===== src/hw/rtl/act_pkg.sv =====
// Shared types, constants and command/status structs of the animation time controller.
`timescale 1ns / 1ps
`default_nettype none
package act_pkg;

    localparam int TIME_BITS = 32;
    localparam int FRAC_BITS = 16;
    localparam int DATA_W    = 32;
    localparam int PROD_W    = TIME_BITS + DATA_W;
    localparam int DIV_STEPS = DATA_W;
    localparam int CNT_W     = $clog2(DIV_STEPS);

    localparam int NUM_REGS   = 6;
    localparam int APB_ADDR_W = $clog2(NUM_REGS * 4);
    localparam int REG_IDX_W  = APB_ADDR_W - 2;

    localparam logic [REG_IDX_W-1:0] REG_ENABLED      = REG_IDX_W'(0);
    localparam logic [REG_IDX_W-1:0] REG_REPEAT_MODE  = REG_IDX_W'(1);
    localparam logic [REG_IDX_W-1:0] REG_MIN_TIME     = REG_IDX_W'(2);
    localparam logic [REG_IDX_W-1:0] REG_MAX_TIME     = REG_IDX_W'(3);
    localparam logic [REG_IDX_W-1:0] REG_PHASE_OFFSET = REG_IDX_W'(4);
    localparam logic [REG_IDX_W-1:0] REG_RATE_SCALE   = REG_IDX_W'(5);

    localparam logic [1:0] MODE_CLAMP  = 2'd0;
    localparam logic [1:0] MODE_WRAP   = 2'd1;
    localparam logic [1:0] MODE_MIRROR = 2'd2;

    // 1.0 in the fixed-point time format
    localparam logic [DATA_W-1:0] TIME_ONE = DATA_W'(1) << FRAC_BITS;

    typedef struct packed {
        logic              enabled;
        logic [1:0]        repeat_mode;
        logic [DATA_W-1:0] min_time;
        logic [DATA_W-1:0] max_time;
        logic [DATA_W-1:0] phase_offset;
        logic [DATA_W-1:0] rate_scale;
    } t_cfg;

    typedef struct packed {
        logic load;
        logic acc;
        logic mag;
        logic mul;
        logic scale;
        logic phase;
        logic prep;
        logic dinit;
        logic dstep;
        logic fix;
        logic emit;
    } t_cmd;

    typedef struct packed {
        logic enabled;
        logic need_div;
    } t_sts;

endpackage
`default_nettype wire


===== src/hw/rtl/animation_control_time.sv =====
// Top level of the animation time controller: registers, sequencer and datapath.
// Sequencing: a disabled tick goes from the input transaction straight to the output stage; an
// enabled tick passes accumulate, multiply, saturate and map, and in wrap and mirror mode with
// a non-empty interval also the 32-step restoring divider that forms the remainder.
// Throughput: one tick at a time; the next transaction is taken once the result is loaded.
// Reset (synchronous, active low) restores the register defaults and clears local time.
`timescale 1ns / 1ps
`default_nettype none
module animation_control_time import act_pkg::*; (
    input  wire logic                  i_clk,
    input  wire logic                  i_rst_n,
    // configuration port
    input  wire logic                  psel,
    input  wire logic                  penable,
    input  wire logic                  pwrite,
    input  wire logic [APB_ADDR_W-1:0] paddr,
    input  wire logic [DATA_W-1:0]     pwdata,
    output logic      [DATA_W-1:0]     prdata,
    output logic                       pready,
    // tick input
    input  wire logic                  i_valid,
    output logic                       o_stall,
    input  wire logic [DATA_W-1:0]     i_time_step,
    // result output
    output logic                       o_valid,
    input  wire logic                  i_stall,
    output logic      [DATA_W-1:0]     o_control_time,
    output logic                       o_active
);

    t_cfg cfg;
    t_cmd cmd;
    t_sts sts;

    // Register file: six control registers at word addresses, reads are combinational.
    act_regs u_regs (
        .i_clk   (i_clk),
        .i_rst_n (i_rst_n),
        .psel    (psel),
        .penable (penable),
        .pwrite  (pwrite),
        .paddr   (paddr),
        .pwdata  (pwdata),
        .prdata  (prdata),
        .pready  (pready),
        .o_cfg   (cfg)
    );

    // Sequencer: walks an enabled tick through accumulate, multiply, saturate, divide (wrap and
    // mirror only) and map, and owns the output valid; a finished tick holds in its last state
    // only while an earlier result still waits in the output register.
    act_ctrl u_ctrl (
        .i_clk   (i_clk),
        .i_rst_n (i_rst_n),
        .i_valid (i_valid),
        .o_stall (o_stall),
        .o_valid (o_valid),
        .i_stall (i_stall),
        .i_sts   (sts),
        .o_cmd   (cmd)
    );

    // Datapath: local time, the 32x32 multiplier, saturation, and the remainder unit.
    act_dp u_dp (
        .i_clk          (i_clk),
        .i_rst_n        (i_rst_n),
        .i_cfg          (cfg),
        .i_cmd          (cmd),
        .o_sts          (sts),
        .i_time_step    (i_time_step),
        .o_control_time (o_control_time),
        .o_active       (o_active)
    );

endmodule
`default_nettype wire


===== src/hw/rtl/act_regs.sv =====
// APB configuration registers of the animation time controller.
`timescale 1ns / 1ps
`default_nettype none
module act_regs import act_pkg::*; (
    input  wire logic                  i_clk,
    input  wire logic                  i_rst_n,
    input  wire logic                  psel,
    input  wire logic                  penable,
    input  wire logic                  pwrite,
    input  wire logic [APB_ADDR_W-1:0] paddr,
    input  wire logic [DATA_W-1:0]     pwdata,
    output logic      [DATA_W-1:0]     prdata,
    output logic                       pready,
    output t_cfg                       o_cfg
);

    t_cfg                 r_cfg;
    logic [REG_IDX_W-1:0] idx;
    logic                 wr_en;

    assign idx    = paddr[APB_ADDR_W-1:2];
    assign wr_en  = psel && penable && pwrite;
    assign pready = 1'b1;
    assign o_cfg  = r_cfg;

    always_ff @(posedge i_clk) begin
        if (!i_rst_n) begin
            r_cfg.enabled      <= 1'b0;
            r_cfg.repeat_mode  <= MODE_CLAMP;
            r_cfg.min_time     <= '0;
            r_cfg.max_time     <= TIME_ONE;
            r_cfg.phase_offset <= '0;
            r_cfg.rate_scale   <= TIME_ONE;
        end else if (wr_en) begin
            case (idx)
                REG_ENABLED:      r_cfg.enabled      <= pwdata[0];
                REG_REPEAT_MODE:  r_cfg.repeat_mode  <= pwdata[1:0];
                REG_MIN_TIME:     r_cfg.min_time     <= pwdata;
                REG_MAX_TIME:     r_cfg.max_time     <= pwdata;
                REG_PHASE_OFFSET: r_cfg.phase_offset <= pwdata;
                REG_RATE_SCALE:   r_cfg.rate_scale   <= pwdata;
                default: ;
            endcase
        end
    end

    always_comb begin
        case (idx)
            REG_ENABLED:      prdata = {{(DATA_W-1){1'b0}}, r_cfg.enabled};
            REG_REPEAT_MODE:  prdata = {{(DATA_W-2){1'b0}}, r_cfg.repeat_mode};
            REG_MIN_TIME:     prdata = r_cfg.min_time;
            REG_MAX_TIME:     prdata = r_cfg.max_time;
            REG_PHASE_OFFSET: prdata = r_cfg.phase_offset;
            REG_RATE_SCALE:   prdata = r_cfg.rate_scale;
            default:          prdata = '0;
        endcase
    end

endmodule
`default_nettype wire


===== src/hw/rtl/act_ctrl.sv =====
// Sequencing state machine of the animation time controller.
`timescale 1ns / 1ps
`default_nettype none
module act_ctrl import act_pkg::*; (
    input  wire logic i_clk,
    input  wire logic i_rst_n,
    input  wire logic i_valid,
    output logic      o_stall,
    output logic      o_valid,
    input  wire logic i_stall,
    input  t_sts      i_sts,
    output t_cmd      o_cmd
);

    typedef enum logic [3:0] {
        S_IDLE, S_ACC, S_MAG, S_MUL, S_SCALE, S_PHASE,
        S_PREP, S_DINIT, S_DIV, S_FIX, S_DONE
    } t_state;

    t_state           r_state, n_state;
    logic [CNT_W-1:0] r_cnt, n_cnt;
    logic             r_out_valid, n_out_valid;
    t_cmd             cmd;

    assign o_stall = (r_state != S_IDLE);
    assign o_valid = r_out_valid;
    assign o_cmd   = cmd;

    always_comb begin
        cmd         = '0;
        n_state     = r_state;
        n_cnt       = r_cnt;
        n_out_valid = r_out_valid && i_stall;
        case (r_state)
            S_IDLE: begin
                cmd.load = i_valid;
                if (i_valid) begin
                    n_state = i_sts.enabled ? S_ACC : S_DONE;
                end
            end
            S_ACC: begin
                cmd.acc = 1'b1;
                n_state = S_MAG;
            end
            S_MAG: begin
                cmd.mag = 1'b1;
                n_state = S_MUL;
            end
            S_MUL: begin
                cmd.mul = 1'b1;
                n_state = S_SCALE;
            end
            S_SCALE: begin
                cmd.scale = 1'b1;
                n_state   = S_PHASE;
            end
            S_PHASE: begin
                cmd.phase = 1'b1;
                n_state   = S_PREP;
            end
            S_PREP: begin
                cmd.prep = 1'b1;
                n_state  = S_DINIT;
            end
            S_DINIT: begin
                cmd.dinit = 1'b1;
                n_cnt     = '0;
                n_state   = i_sts.need_div ? S_DIV : S_FIX;
            end
            S_DIV: begin
                cmd.dstep = 1'b1;
                n_cnt     = r_cnt + CNT_W'(1);
                if (r_cnt == CNT_W'(DIV_STEPS - 1)) begin
                    n_state = S_FIX;
                end
            end
            S_FIX: begin
                cmd.fix = 1'b1;
                n_state = S_DONE;
            end
            S_DONE: begin
                // wait for room in the output register
                cmd.emit = !r_out_valid || !i_stall;
                if (cmd.emit) begin
                    n_out_valid = 1'b1;
                    n_state     = S_IDLE;
                end
            end
            default: n_state = S_IDLE;
        endcase
    end

    always_ff @(posedge i_clk) begin
        if (!i_rst_n) begin
            r_state     <= S_IDLE;
            r_cnt       <= '0;
            r_out_valid <= 1'b0;
        end else begin
            r_state     <= n_state;
            r_cnt       <= n_cnt;
            r_out_valid <= n_out_valid;
        end
    end

endmodule
`default_nettype wire


===== src/hw/rtl/act_dp.sv =====
// Datapath of the animation time controller: accumulate, scale, saturate, divide, map.
`timescale 1ns / 1ps
`default_nettype none
module act_dp import act_pkg::*; (
    input  wire logic              i_clk,
    input  wire logic              i_rst_n,
    input  t_cfg                   i_cfg,
    input  t_cmd                   i_cmd,
    output t_sts                   o_sts,
    input  wire logic [DATA_W-1:0] i_time_step,
    output logic      [DATA_W-1:0] o_control_time,
    output logic                   o_active
);

    logic signed [DATA_W-1:0]    r_step;
    logic                        r_active;
    logic        [TIME_BITS-1:0] r_local;
    logic        [TIME_BITS-1:0] r_amag;
    logic        [DATA_W-1:0]    r_bmag;
    logic                        r_pneg;
    logic        [PROD_W-1:0]    r_prod;
    logic signed [DATA_W:0]      r_sprod;
    logic signed [DATA_W-1:0]    r_c;
    logic signed [DATA_W:0]      r_span;
    logic                        r_dneg;
    logic        [DATA_W-1:0]    r_dvd;
    logic        [DATA_W-1:0]    r_rem;
    logic        [DATA_W-1:0]    r_quo;
    logic        [DATA_W-1:0]    r_result;
    logic        [DATA_W-1:0]    r_out_ct;
    logic                        r_out_act;

    logic signed [DATA_W-1:0]    min_s, max_s, phase_s, rate_s;
    logic        [PROD_W-1:0]    shifted, lim, sat_mag;
    logic signed [DATA_W+1:0]    psum;
    logic signed [DATA_W:0]      diff, diff_neg;
    logic        [DATA_W:0]      shift_rem;
    logic        [DATA_W+1:0]    trial;
    logic                        need_div;
    logic        [DATA_W-1:0]    rem_fl;
    logic                        odd;
    logic        [DATA_W-1:0]    res;

    assign min_s   = i_cfg.min_time;
    assign max_s   = i_cfg.max_time;
    assign phase_s = i_cfg.phase_offset;
    assign rate_s  = i_cfg.rate_scale;

    assign need_div = (i_cfg.repeat_mode != MODE_CLAMP) && !r_span[DATA_W] && (r_span != '0);
    assign o_sts.enabled  = i_cfg.enabled;
    assign o_sts.need_div = need_div;

    // truncate the product magnitude, then saturate to the signed 32-bit range
    assign shifted = r_prod >> FRAC_BITS;
    assign lim     = r_pneg ? (PROD_W'(1) << (DATA_W - 1)) : ((PROD_W'(1) << (DATA_W - 1)) - 1'b1);
    assign sat_mag = (shifted > lim) ? lim : shifted;

    assign psum = (DATA_W+2)'(r_sprod) + (DATA_W+2)'(phase_s);

    assign diff     = (DATA_W+1)'(r_c) - (DATA_W+1)'(min_s);
    assign diff_neg = -diff;

    assign shift_rem = {r_rem, r_quo[DATA_W-1]};
    assign trial     = {1'b0, shift_rem} - {2'b00, r_span[DATA_W-1:0]};

    // floor remainder and quotient parity from the magnitude division, and the mapped result for each mode
    always_comb begin
        if (r_dneg && (r_rem != '0)) begin
            rem_fl = r_span[DATA_W-1:0] - r_rem;
            odd    = !r_quo[0];
        end else begin
            rem_fl = r_rem;
            odd    = r_quo[0];
        end
        if (i_cfg.repeat_mode == MODE_CLAMP) begin
            if (r_c < min_s) begin
                res = min_s;
            end else if (r_c > max_s) begin
                res = max_s;
            end else begin
                res = r_c;
            end
        end else if (!need_div) begin
            res = min_s;
        end else if ((i_cfg.repeat_mode != MODE_WRAP) && odd) begin
            res = max_s - rem_fl;
        end else begin
            res = min_s + rem_fl;
        end
    end

    always_ff @(posedge i_clk) begin
        if (!i_rst_n) begin
            r_local  <= '0;
            r_result <= '0;
        end else begin
            if (i_cmd.acc) begin
                r_local <= r_local + TIME_BITS'(r_step);
            end
            if (i_cmd.fix) begin
                r_result <= res;
            end
        end
    end

    always_ff @(posedge i_clk) begin
        if (i_cmd.load) begin
            r_step   <= i_time_step;
            r_active <= i_cfg.enabled;
        end
        if (i_cmd.mag) begin
            r_amag <= r_local[TIME_BITS-1] ? -r_local : r_local;
            r_bmag <= rate_s[DATA_W-1] ? -rate_s : rate_s;
            r_pneg <= r_local[TIME_BITS-1] ^ rate_s[DATA_W-1];
        end
        if (i_cmd.mul) begin
            r_prod <= PROD_W'(r_amag) * PROD_W'(r_bmag);
        end
        if (i_cmd.scale) begin
            r_sprod <= r_pneg ? -{1'b0, sat_mag[DATA_W-1:0]} : {1'b0, sat_mag[DATA_W-1:0]};
        end
        if (i_cmd.phase) begin
            // saturate when the bits above the sign disagree with it
            if (!psum[DATA_W+1] && (psum[DATA_W:DATA_W-1] != 2'b00)) begin
                r_c <= {1'b0, {(DATA_W-1){1'b1}}};
            end else if (psum[DATA_W+1] && (psum[DATA_W:DATA_W-1] != 2'b11)) begin
                r_c <= {1'b1, {(DATA_W-1){1'b0}}};
            end else begin
                r_c <= psum[DATA_W-1:0];
            end
        end
        if (i_cmd.prep) begin
            r_span <= (DATA_W+1)'(max_s) - (DATA_W+1)'(min_s);
            r_dneg <= diff[DATA_W];
            r_dvd  <= diff[DATA_W] ? diff_neg[DATA_W-1:0] : diff[DATA_W-1:0];
        end
        if (i_cmd.dinit) begin
            r_rem <= '0;
            r_quo <= r_dvd;
        end
        if (i_cmd.dstep) begin
            if (!trial[DATA_W+1]) begin
                r_rem <= trial[DATA_W-1:0];
                r_quo <= {r_quo[DATA_W-2:0], 1'b1};
            end else begin
                r_rem <= shift_rem[DATA_W-1:0];
                r_quo <= {r_quo[DATA_W-2:0], 1'b0};
            end
        end
        if (i_cmd.emit) begin
            r_out_ct  <= r_active ? r_result : '0;
            r_out_act <= r_active;
        end
    end

    assign o_control_time = r_out_ct;
    assign o_active       = r_out_act;

endmodule
`default_nettype wire


===== config.mk =====
export PLATFORM = sky130hd
export DESIGN_NAME = animation_control_time
export DESIGN_NICKNAME = d
export VERILOG_FILES = /design/src/hw/rtl/act_pkg.sv /design/src/hw/rtl/animation_control_time.sv /design/src/hw/rtl/act_regs.sv /design/src/hw/rtl/act_ctrl.sv /design/src/hw/rtl/act_dp.sv
export SDC_FILE = /design/constraint.sdc
export NUM_CORES = 2
export LEC_CHECK = 0
export BUFFER_PORTS_ARGS = -buffer_cell sky130_fd_sc_hd__clkbuf_2
export CAP_MARGIN = 20
export CELL_PAD_IN_SITES_DETAIL_PLACEMENT = 1
export CELL_PAD_IN_SITES_GLOBAL_PLACEMENT = 1
export CORE_MARGIN = 3
export CORE_UTILIZATION = 52
export CTS_BUF_LIST = sky130_fd_sc_hd__clkbuf_4 sky130_fd_sc_hd__clkbuf_8
export DETAILED_ROUTE_END_ITERATION = 10
export GPL_TIMING_DRIVEN = 0
export PLACE_DENSITY_LB_ADDON = 0.1
export SLEW_MARGIN = 25
export SYNTH_ARGS = -nofsm -noshare
export SYNTH_HDL_FRONTEND = slang
export SYNTH_SLANG_ARGS = --single-unit

===== constraint.sdc =====
create_clock -name i_clk -period 9.7 [get_ports i_clk]
set_clock_uncertainty 0.05 [all_clocks]
set_input_delay 0.97 -clock i_clk [delete_from_list [all_inputs] [get_ports i_clk]]
set_output_delay 0.97 -clock i_clk [all_outputs]
set_load 0.02 [all_outputs]

== Word-level counts from Yosys, hierarchy flattened ==
Cells that the tools add are included.

* Bits in registers: 595
* Bits of input ports: 76
* Output and inout bits: 68
* Word-level logic and storage cells: 141

* Add/sub/neg operators: 13
* Multipliers: 1
* $lt $le $gt $ge: 3
* Eq/ne operators: 21
* Muxes and demuxes: 41
* Bitwise operators: 1
* Reductions and logical operators: 32

{| class="wikitable"
|+ Operator list
! kind !! count
|-
| $mux W32 || 16
|-
| $pmux W32 S6 || 1
|-
| $neg A32 Y32 || 3
|-
| $sub A32 B32 Y33 || 2
|-
| $add A32 B32 Y32 || 2
|-
| $mul A32 B32 Y64 || 1
|-
| $sub A32 B32 Y32 || 2
|-
| $mux W31 || 2
|-
| $gt A48 B32 Y1 || 1
|-
| $pmux W4 S11 || 1
|-
| $add A33 B32 Y34 || 1
|-
| $sub A33 B32 Y34 || 1
|-
| $neg A32 Y33 || 1
|-
| $reduce_bool A33 Y1 || 1
|-
| $gt A32 B32 Y1 || 1
|-
| $lt A32 B32 Y1 || 1
|-
| $reduce_bool A32 Y1 || 1
|-
| $eq A4 B3 Y1 const B || 4
|-
| $mux W1 || 16
|-
| $mux W4 || 4
|-
| $eq A4 B4 Y1 const B || 3
|-
| $reduce_and A2 Y1 || 6
|-
| $pmux W5 S2 || 1
|-
| $logic_and A1 B1 Y1 || 9
|-
| other kinds (18) || 31
|}

== Logic depth before layout (Yosys ltp) ==
* Word-level depth: 7
* Gate-level depth with buffers: 29
* Mapped depth without buffers: 28

== Modules after synthesis ==
Synthesis repeated with hierarchy kept, for this count alone.

* Cells, all modules: 7724
* Area, all modules: 71822.6 sq um

{| class="wikitable"
|+ By module, submodules not included
! module !! instances !! cells each !! area an instance (sq um) !! sequential area each (sq um)
|-
| act_dp || 1 || 7062 || 65409.0 || 12512.0
|-
| act_regs || 1 || 584 || 5770.5 || 2622.5
|-
| act_ctrl || 1 || 78 || 643.1 || 200.2
|}

== Worst setup path before layout ==
OpenSTA, ideal clock, no wires.

* Path type: register to register
* Start: register u_dp.r_bmag[2]
* End: register u_dp.r_prod[63] (data pin)
* Setup time: 0.258 ns
* Arrival: 7.375 ns
* Required time: 9.392 ns
* Slack: 2.017 ns
* Cell stages (with the launch flop): 27
* Path buffers: 1
* Clock period less this slack: 7.683 ns
* Path through: edfxtp_1 -> clkbuf_1 -> and2_1 -> fa_1 -> inv_1 -> fa_1 -> fa_1 -> fa_1 -> inv_1 -> fa_1 -> inv_1 -> fa_1 -> inv_1 -> fa_1 -> fa_1 -> ha_1 -> a21o_1 -> a221o_1 -> a21o_1 -> a21oi_1 -> a31oi_1 -> o21ai_1 -> o21ai_1 -> a21oi_1 -> o21ai_0 -> o41a_1 -> xnor2_1

* Cells in the longest elaborated chain, start to end: 1

{| class="wikitable"
|+ RTL lines
! what !! line !! text
|-
| from (decl) || act_dp.sv:19 || <nowiki>logic [DATA_W-1:0] r_bmag;</nowiki>
|-
| from (signal assigned) || act_dp.sv:113 || <nowiki>r_bmag <= rate_s[DATA_W-1] ? -rate_s : rate_s;</nowiki>
|-
| $mul A32 B32 Y64 || act_dp.sv:117 || <nowiki>r_prod <= PROD_W'(r_amag) * PROD_W'(r_bmag);</nowiki>
|-
| to (signal assigned) || act_dp.sv:117 ||
|-
| to (decl) || act_dp.sv:21 || <nowiki>logic [PROD_W-1:0] r_prod;</nowiki>
|}

Every way passes these cells.
A chain may end at the register's enable or synchronous reset.

== Worst setup path after layout ==
* Start: register u_dp.r_amag[15]
* End: register u_dp.r_prod[61] (data pin)

* Cells in the longest elaborated chain, start to end: 1

{| class="wikitable"
|+ RTL lines
! what !! line !! text
|-
| from (decl) || act_dp.sv:18 || <nowiki>logic [TIME_BITS-1:0] r_amag;</nowiki>
|-
| from (signal assigned) || act_dp.sv:112 || <nowiki>r_amag <= r_local[TIME_BITS-1] ? -r_local : r_local;</nowiki>
|-
| $mul A32 B32 Y64 || act_dp.sv:117 ||
|}

Every way passes these cells.

==> results.txt <==
FMAX - 104.2 MHz
Cell area after layout - 78,420 um2
Syn avg cell area - 9.048 um2
Initial Utilization - 52.49%
Area Growth Syn to Fin - 8.393%
Share of layout cells above drive strength 1 - 6.589%
Crit end category - flip-flop
Largest net degree at the start of global routing - 35
Synth top area share - 24.99%
Iter 0 DRT Violations - 6,873
Final net count - 9,839
Area of the core - 137,800 um2
Via/cell ratio - 6.283
Most common flop cell mapped by yosys - edfxtp_1
Vias post-DR - 64,040
Post-DP HPWL - 263,300 um
Unique masters post-synth - 104
CTS Buf Count - 102
Max-Cap Viols - 0
RSZ-0062 raised after global routing - no
Placer Congestion - 1.086
Longest Clk Path Bufs - 3
FF+latch count, synth - 579
Avg WL per Cell - 30.68 um
Area leader, netlist - fa_1
H-tree levels - 3
Post-place setup slack - -0.5003 ns
Root buf cell - clkbuf_8
Port Buffer Count - 139
Part of the cycle the worst path needs - 98.92%
First-pass GRT wire length - 449,600 um
Fin. Hold Viols - 0
Fin. max-slew vios - 0
Gr usage total - 43.46%
Async SR Flop Fraction - 0%
Final setup violation count - 0
Worst-margin pin slew - 1.222 ns
Dpl cell area - 75,860 um2
Synth area leaders - fa_1, edfxtp_1, ha_1
Min Tclk post-route - 9.595 ns
Ports - 144
Critical path class - reg2reg
Worst endpoint required time - 10.23 ns
Initial antenna violation count - 74
Crit path launch type - flip-flop
CTS tree - done
Slew HR - 18.51%
Worst skew pair latency - 0.86 ns
Post-synth top cells - inv_1, nand2_1, fa_1
Seq/Total Area, Yosys - 21.20%
Mapped cell area - 72,350 um2
Rows - 136
Syn. warnings - 0
Vias in the first global route - 66,660
Drt pass-1 iters - 6
Most frequent cell after synthesis - inv_1
ANT nets after route - 0
Die Y-Extent - 379 um
Total Wirelength - 312,700 um
DRC - 0
Die Wd - 379 um
Clk slew on worst S/H paths - 0.06 ns
Syn_nets - 9,559
Status - completed
EDFF count, synth - 374
Worst-path fanout max - 10
Critical path arrival - 10.12 ns
Total grt overflow - 0
PnR worst setup slack - 0.1049 ns
Hold Path Class - in2reg
Post-Syn Instances - 7,996
Cts hold-fix bufs - 0
Die ar. - 143,600 um2
Sink Count - 579
==> critical path: stages (launching register included) <==
cell and delay (ns):
edfxtp_1 0.61, clkbuf_1 0.40, and2_1 0.28, fa_1 0.56, inv_1 0.06, fa_1 0.47
fa_1 0.56, fa_1 0.55, inv_1 0.05, fa_1 0.49, inv_1 0.05, fa_1 0.54
inv_1 0.06, fa_1 0.51, fa_1 0.43, ha_1 0.45, a21o_1 0.29, a221o_1 0.37
a21o_1 0.21, a21oi_2 0.34, a31oi_4 0.28, nor2_1 0.29, o211ai_1 0.23, o21ai_1 0.42
o21ai_1 0.26, a311oi_1 0.41, xnor2_1 0.13
==> worst paths after layout <==
check,depth (start not counted),startpoint,endpoint,slack (ns)
worst min register to register,1,u_ctrl.r_cnt[3]$_SDFFE_PN0P_,u_ctrl.r_cnt[3]$_SDFFE_PN0P_,0.41
worst min-delay path,1,i_time_step[12],u_dp.r_step[12]$_DFFE_PP_,0.25
worst max register to register,26,u_dp.r_amag[15]$_DFFE_PP_,u_dp.r_prod[61]$_DFFE_PP_,0.10
worst max-delay path,26,u_dp.r_amag[15]$_DFFE_PP_,u_dp.r_prod[61]$_DFFE_PP_,0.10
==> per-layer routing <==
layer  vias up  GRT usage, %  share of wire, %
met1     32510         57.39                39
met4        38         23.52               6.3
li1      26860             -                 -
met5         -             0              0.12
met3       924         14.36                13
met2      3704         62.98                42
==> cells by family (layout without fill, tap and decap cells) <==
kind of cell             after synthesis  count (layout)  synth area share [%]
AND/OR/NAND/NOR                     2499            2499                 16.94
buffers and inverters               1508            1874                 7.888
adder cells (fa/ha/maj)             1487            1487                 35.09
AO/OA/AOI/OAI                       1481            1481                 13.32
flip-flops                           579             579                 21.20
XOR/XNOR                             349             349                 4.235
multiplexers                          92              92                 1.335
other                                  1              37              0.005183
==> layout make-up <==
class                   instances  area, um2
inverters                    1134       4259
plain buffers                 374       1530
multi-input cells            5909      51510
well taps                    1794       2245
flip-flops and latches        579      15330
fillers                     16070      59410
clock buffers                 143       1831
clock inverters                47      437.9
diodes                         36      90.09
repair buffers                176       1179
==> timing repair <==
item,CTS,global route
setup buffers,0,4
setup endpoints to repair,21,16
gates resized for setup,20,67
hold endpoints to repair,0,0
==> state kept, by name, summed over array words and instances, names as in the netlist, 33 cells and up <==
register,cells
u_dp.r_span,33
u_dp.r_sprod,33
u_regs.o_cfg,131
u_dp.r_prod,48
==> cells in the final DEF (no fill, tap or decap), types with 40 or more instances in the layout <==
cell and instances:
a21oi_1 343, inv_1 1132, xor2_1 103, a22oi_1 67, nand4_1 44, nor2b_1 54, ha_1 584, nor3_1 70
mux2i_1 65, dfxtp_1 205, clkbuf_8 121, nor2_1 270, xnor2_1 228, fa_1 903, nand3_1 79, clkbuf_1 283
edfxtp_1 374, and3_1 42, nand2b_1 54, a21o_1 152, clkbuf_2 199, nor4_1 40, nand2_1 1058, o21a_1 50
a21boi_0 149, o21ai_0 329, and2_1 677
==> through the flow <==
step / instances / hold WS (ns) / setup TNS (ns) / utilization [%]
5_1_grt: 10160 / 0.1960 / 0 / 56.84
3_5_place_dp: 9962 / 0.3964 / -4.619 / 55.04
4_1_cts: 10150 / 0.1714 / 0 / 56.71
2_1_floorplan: 7996 / 0.3646 / 0 / -
6_report: 10190 / 0.2453 / 0 / 56.90
3_3_place_gp: 9929 / 0.3877 / -19.35 / 54.62
Power is left out: the tool's default activity adds up to more than one toggle a clock period on the data nets, which glitch-free logic cannot reach.
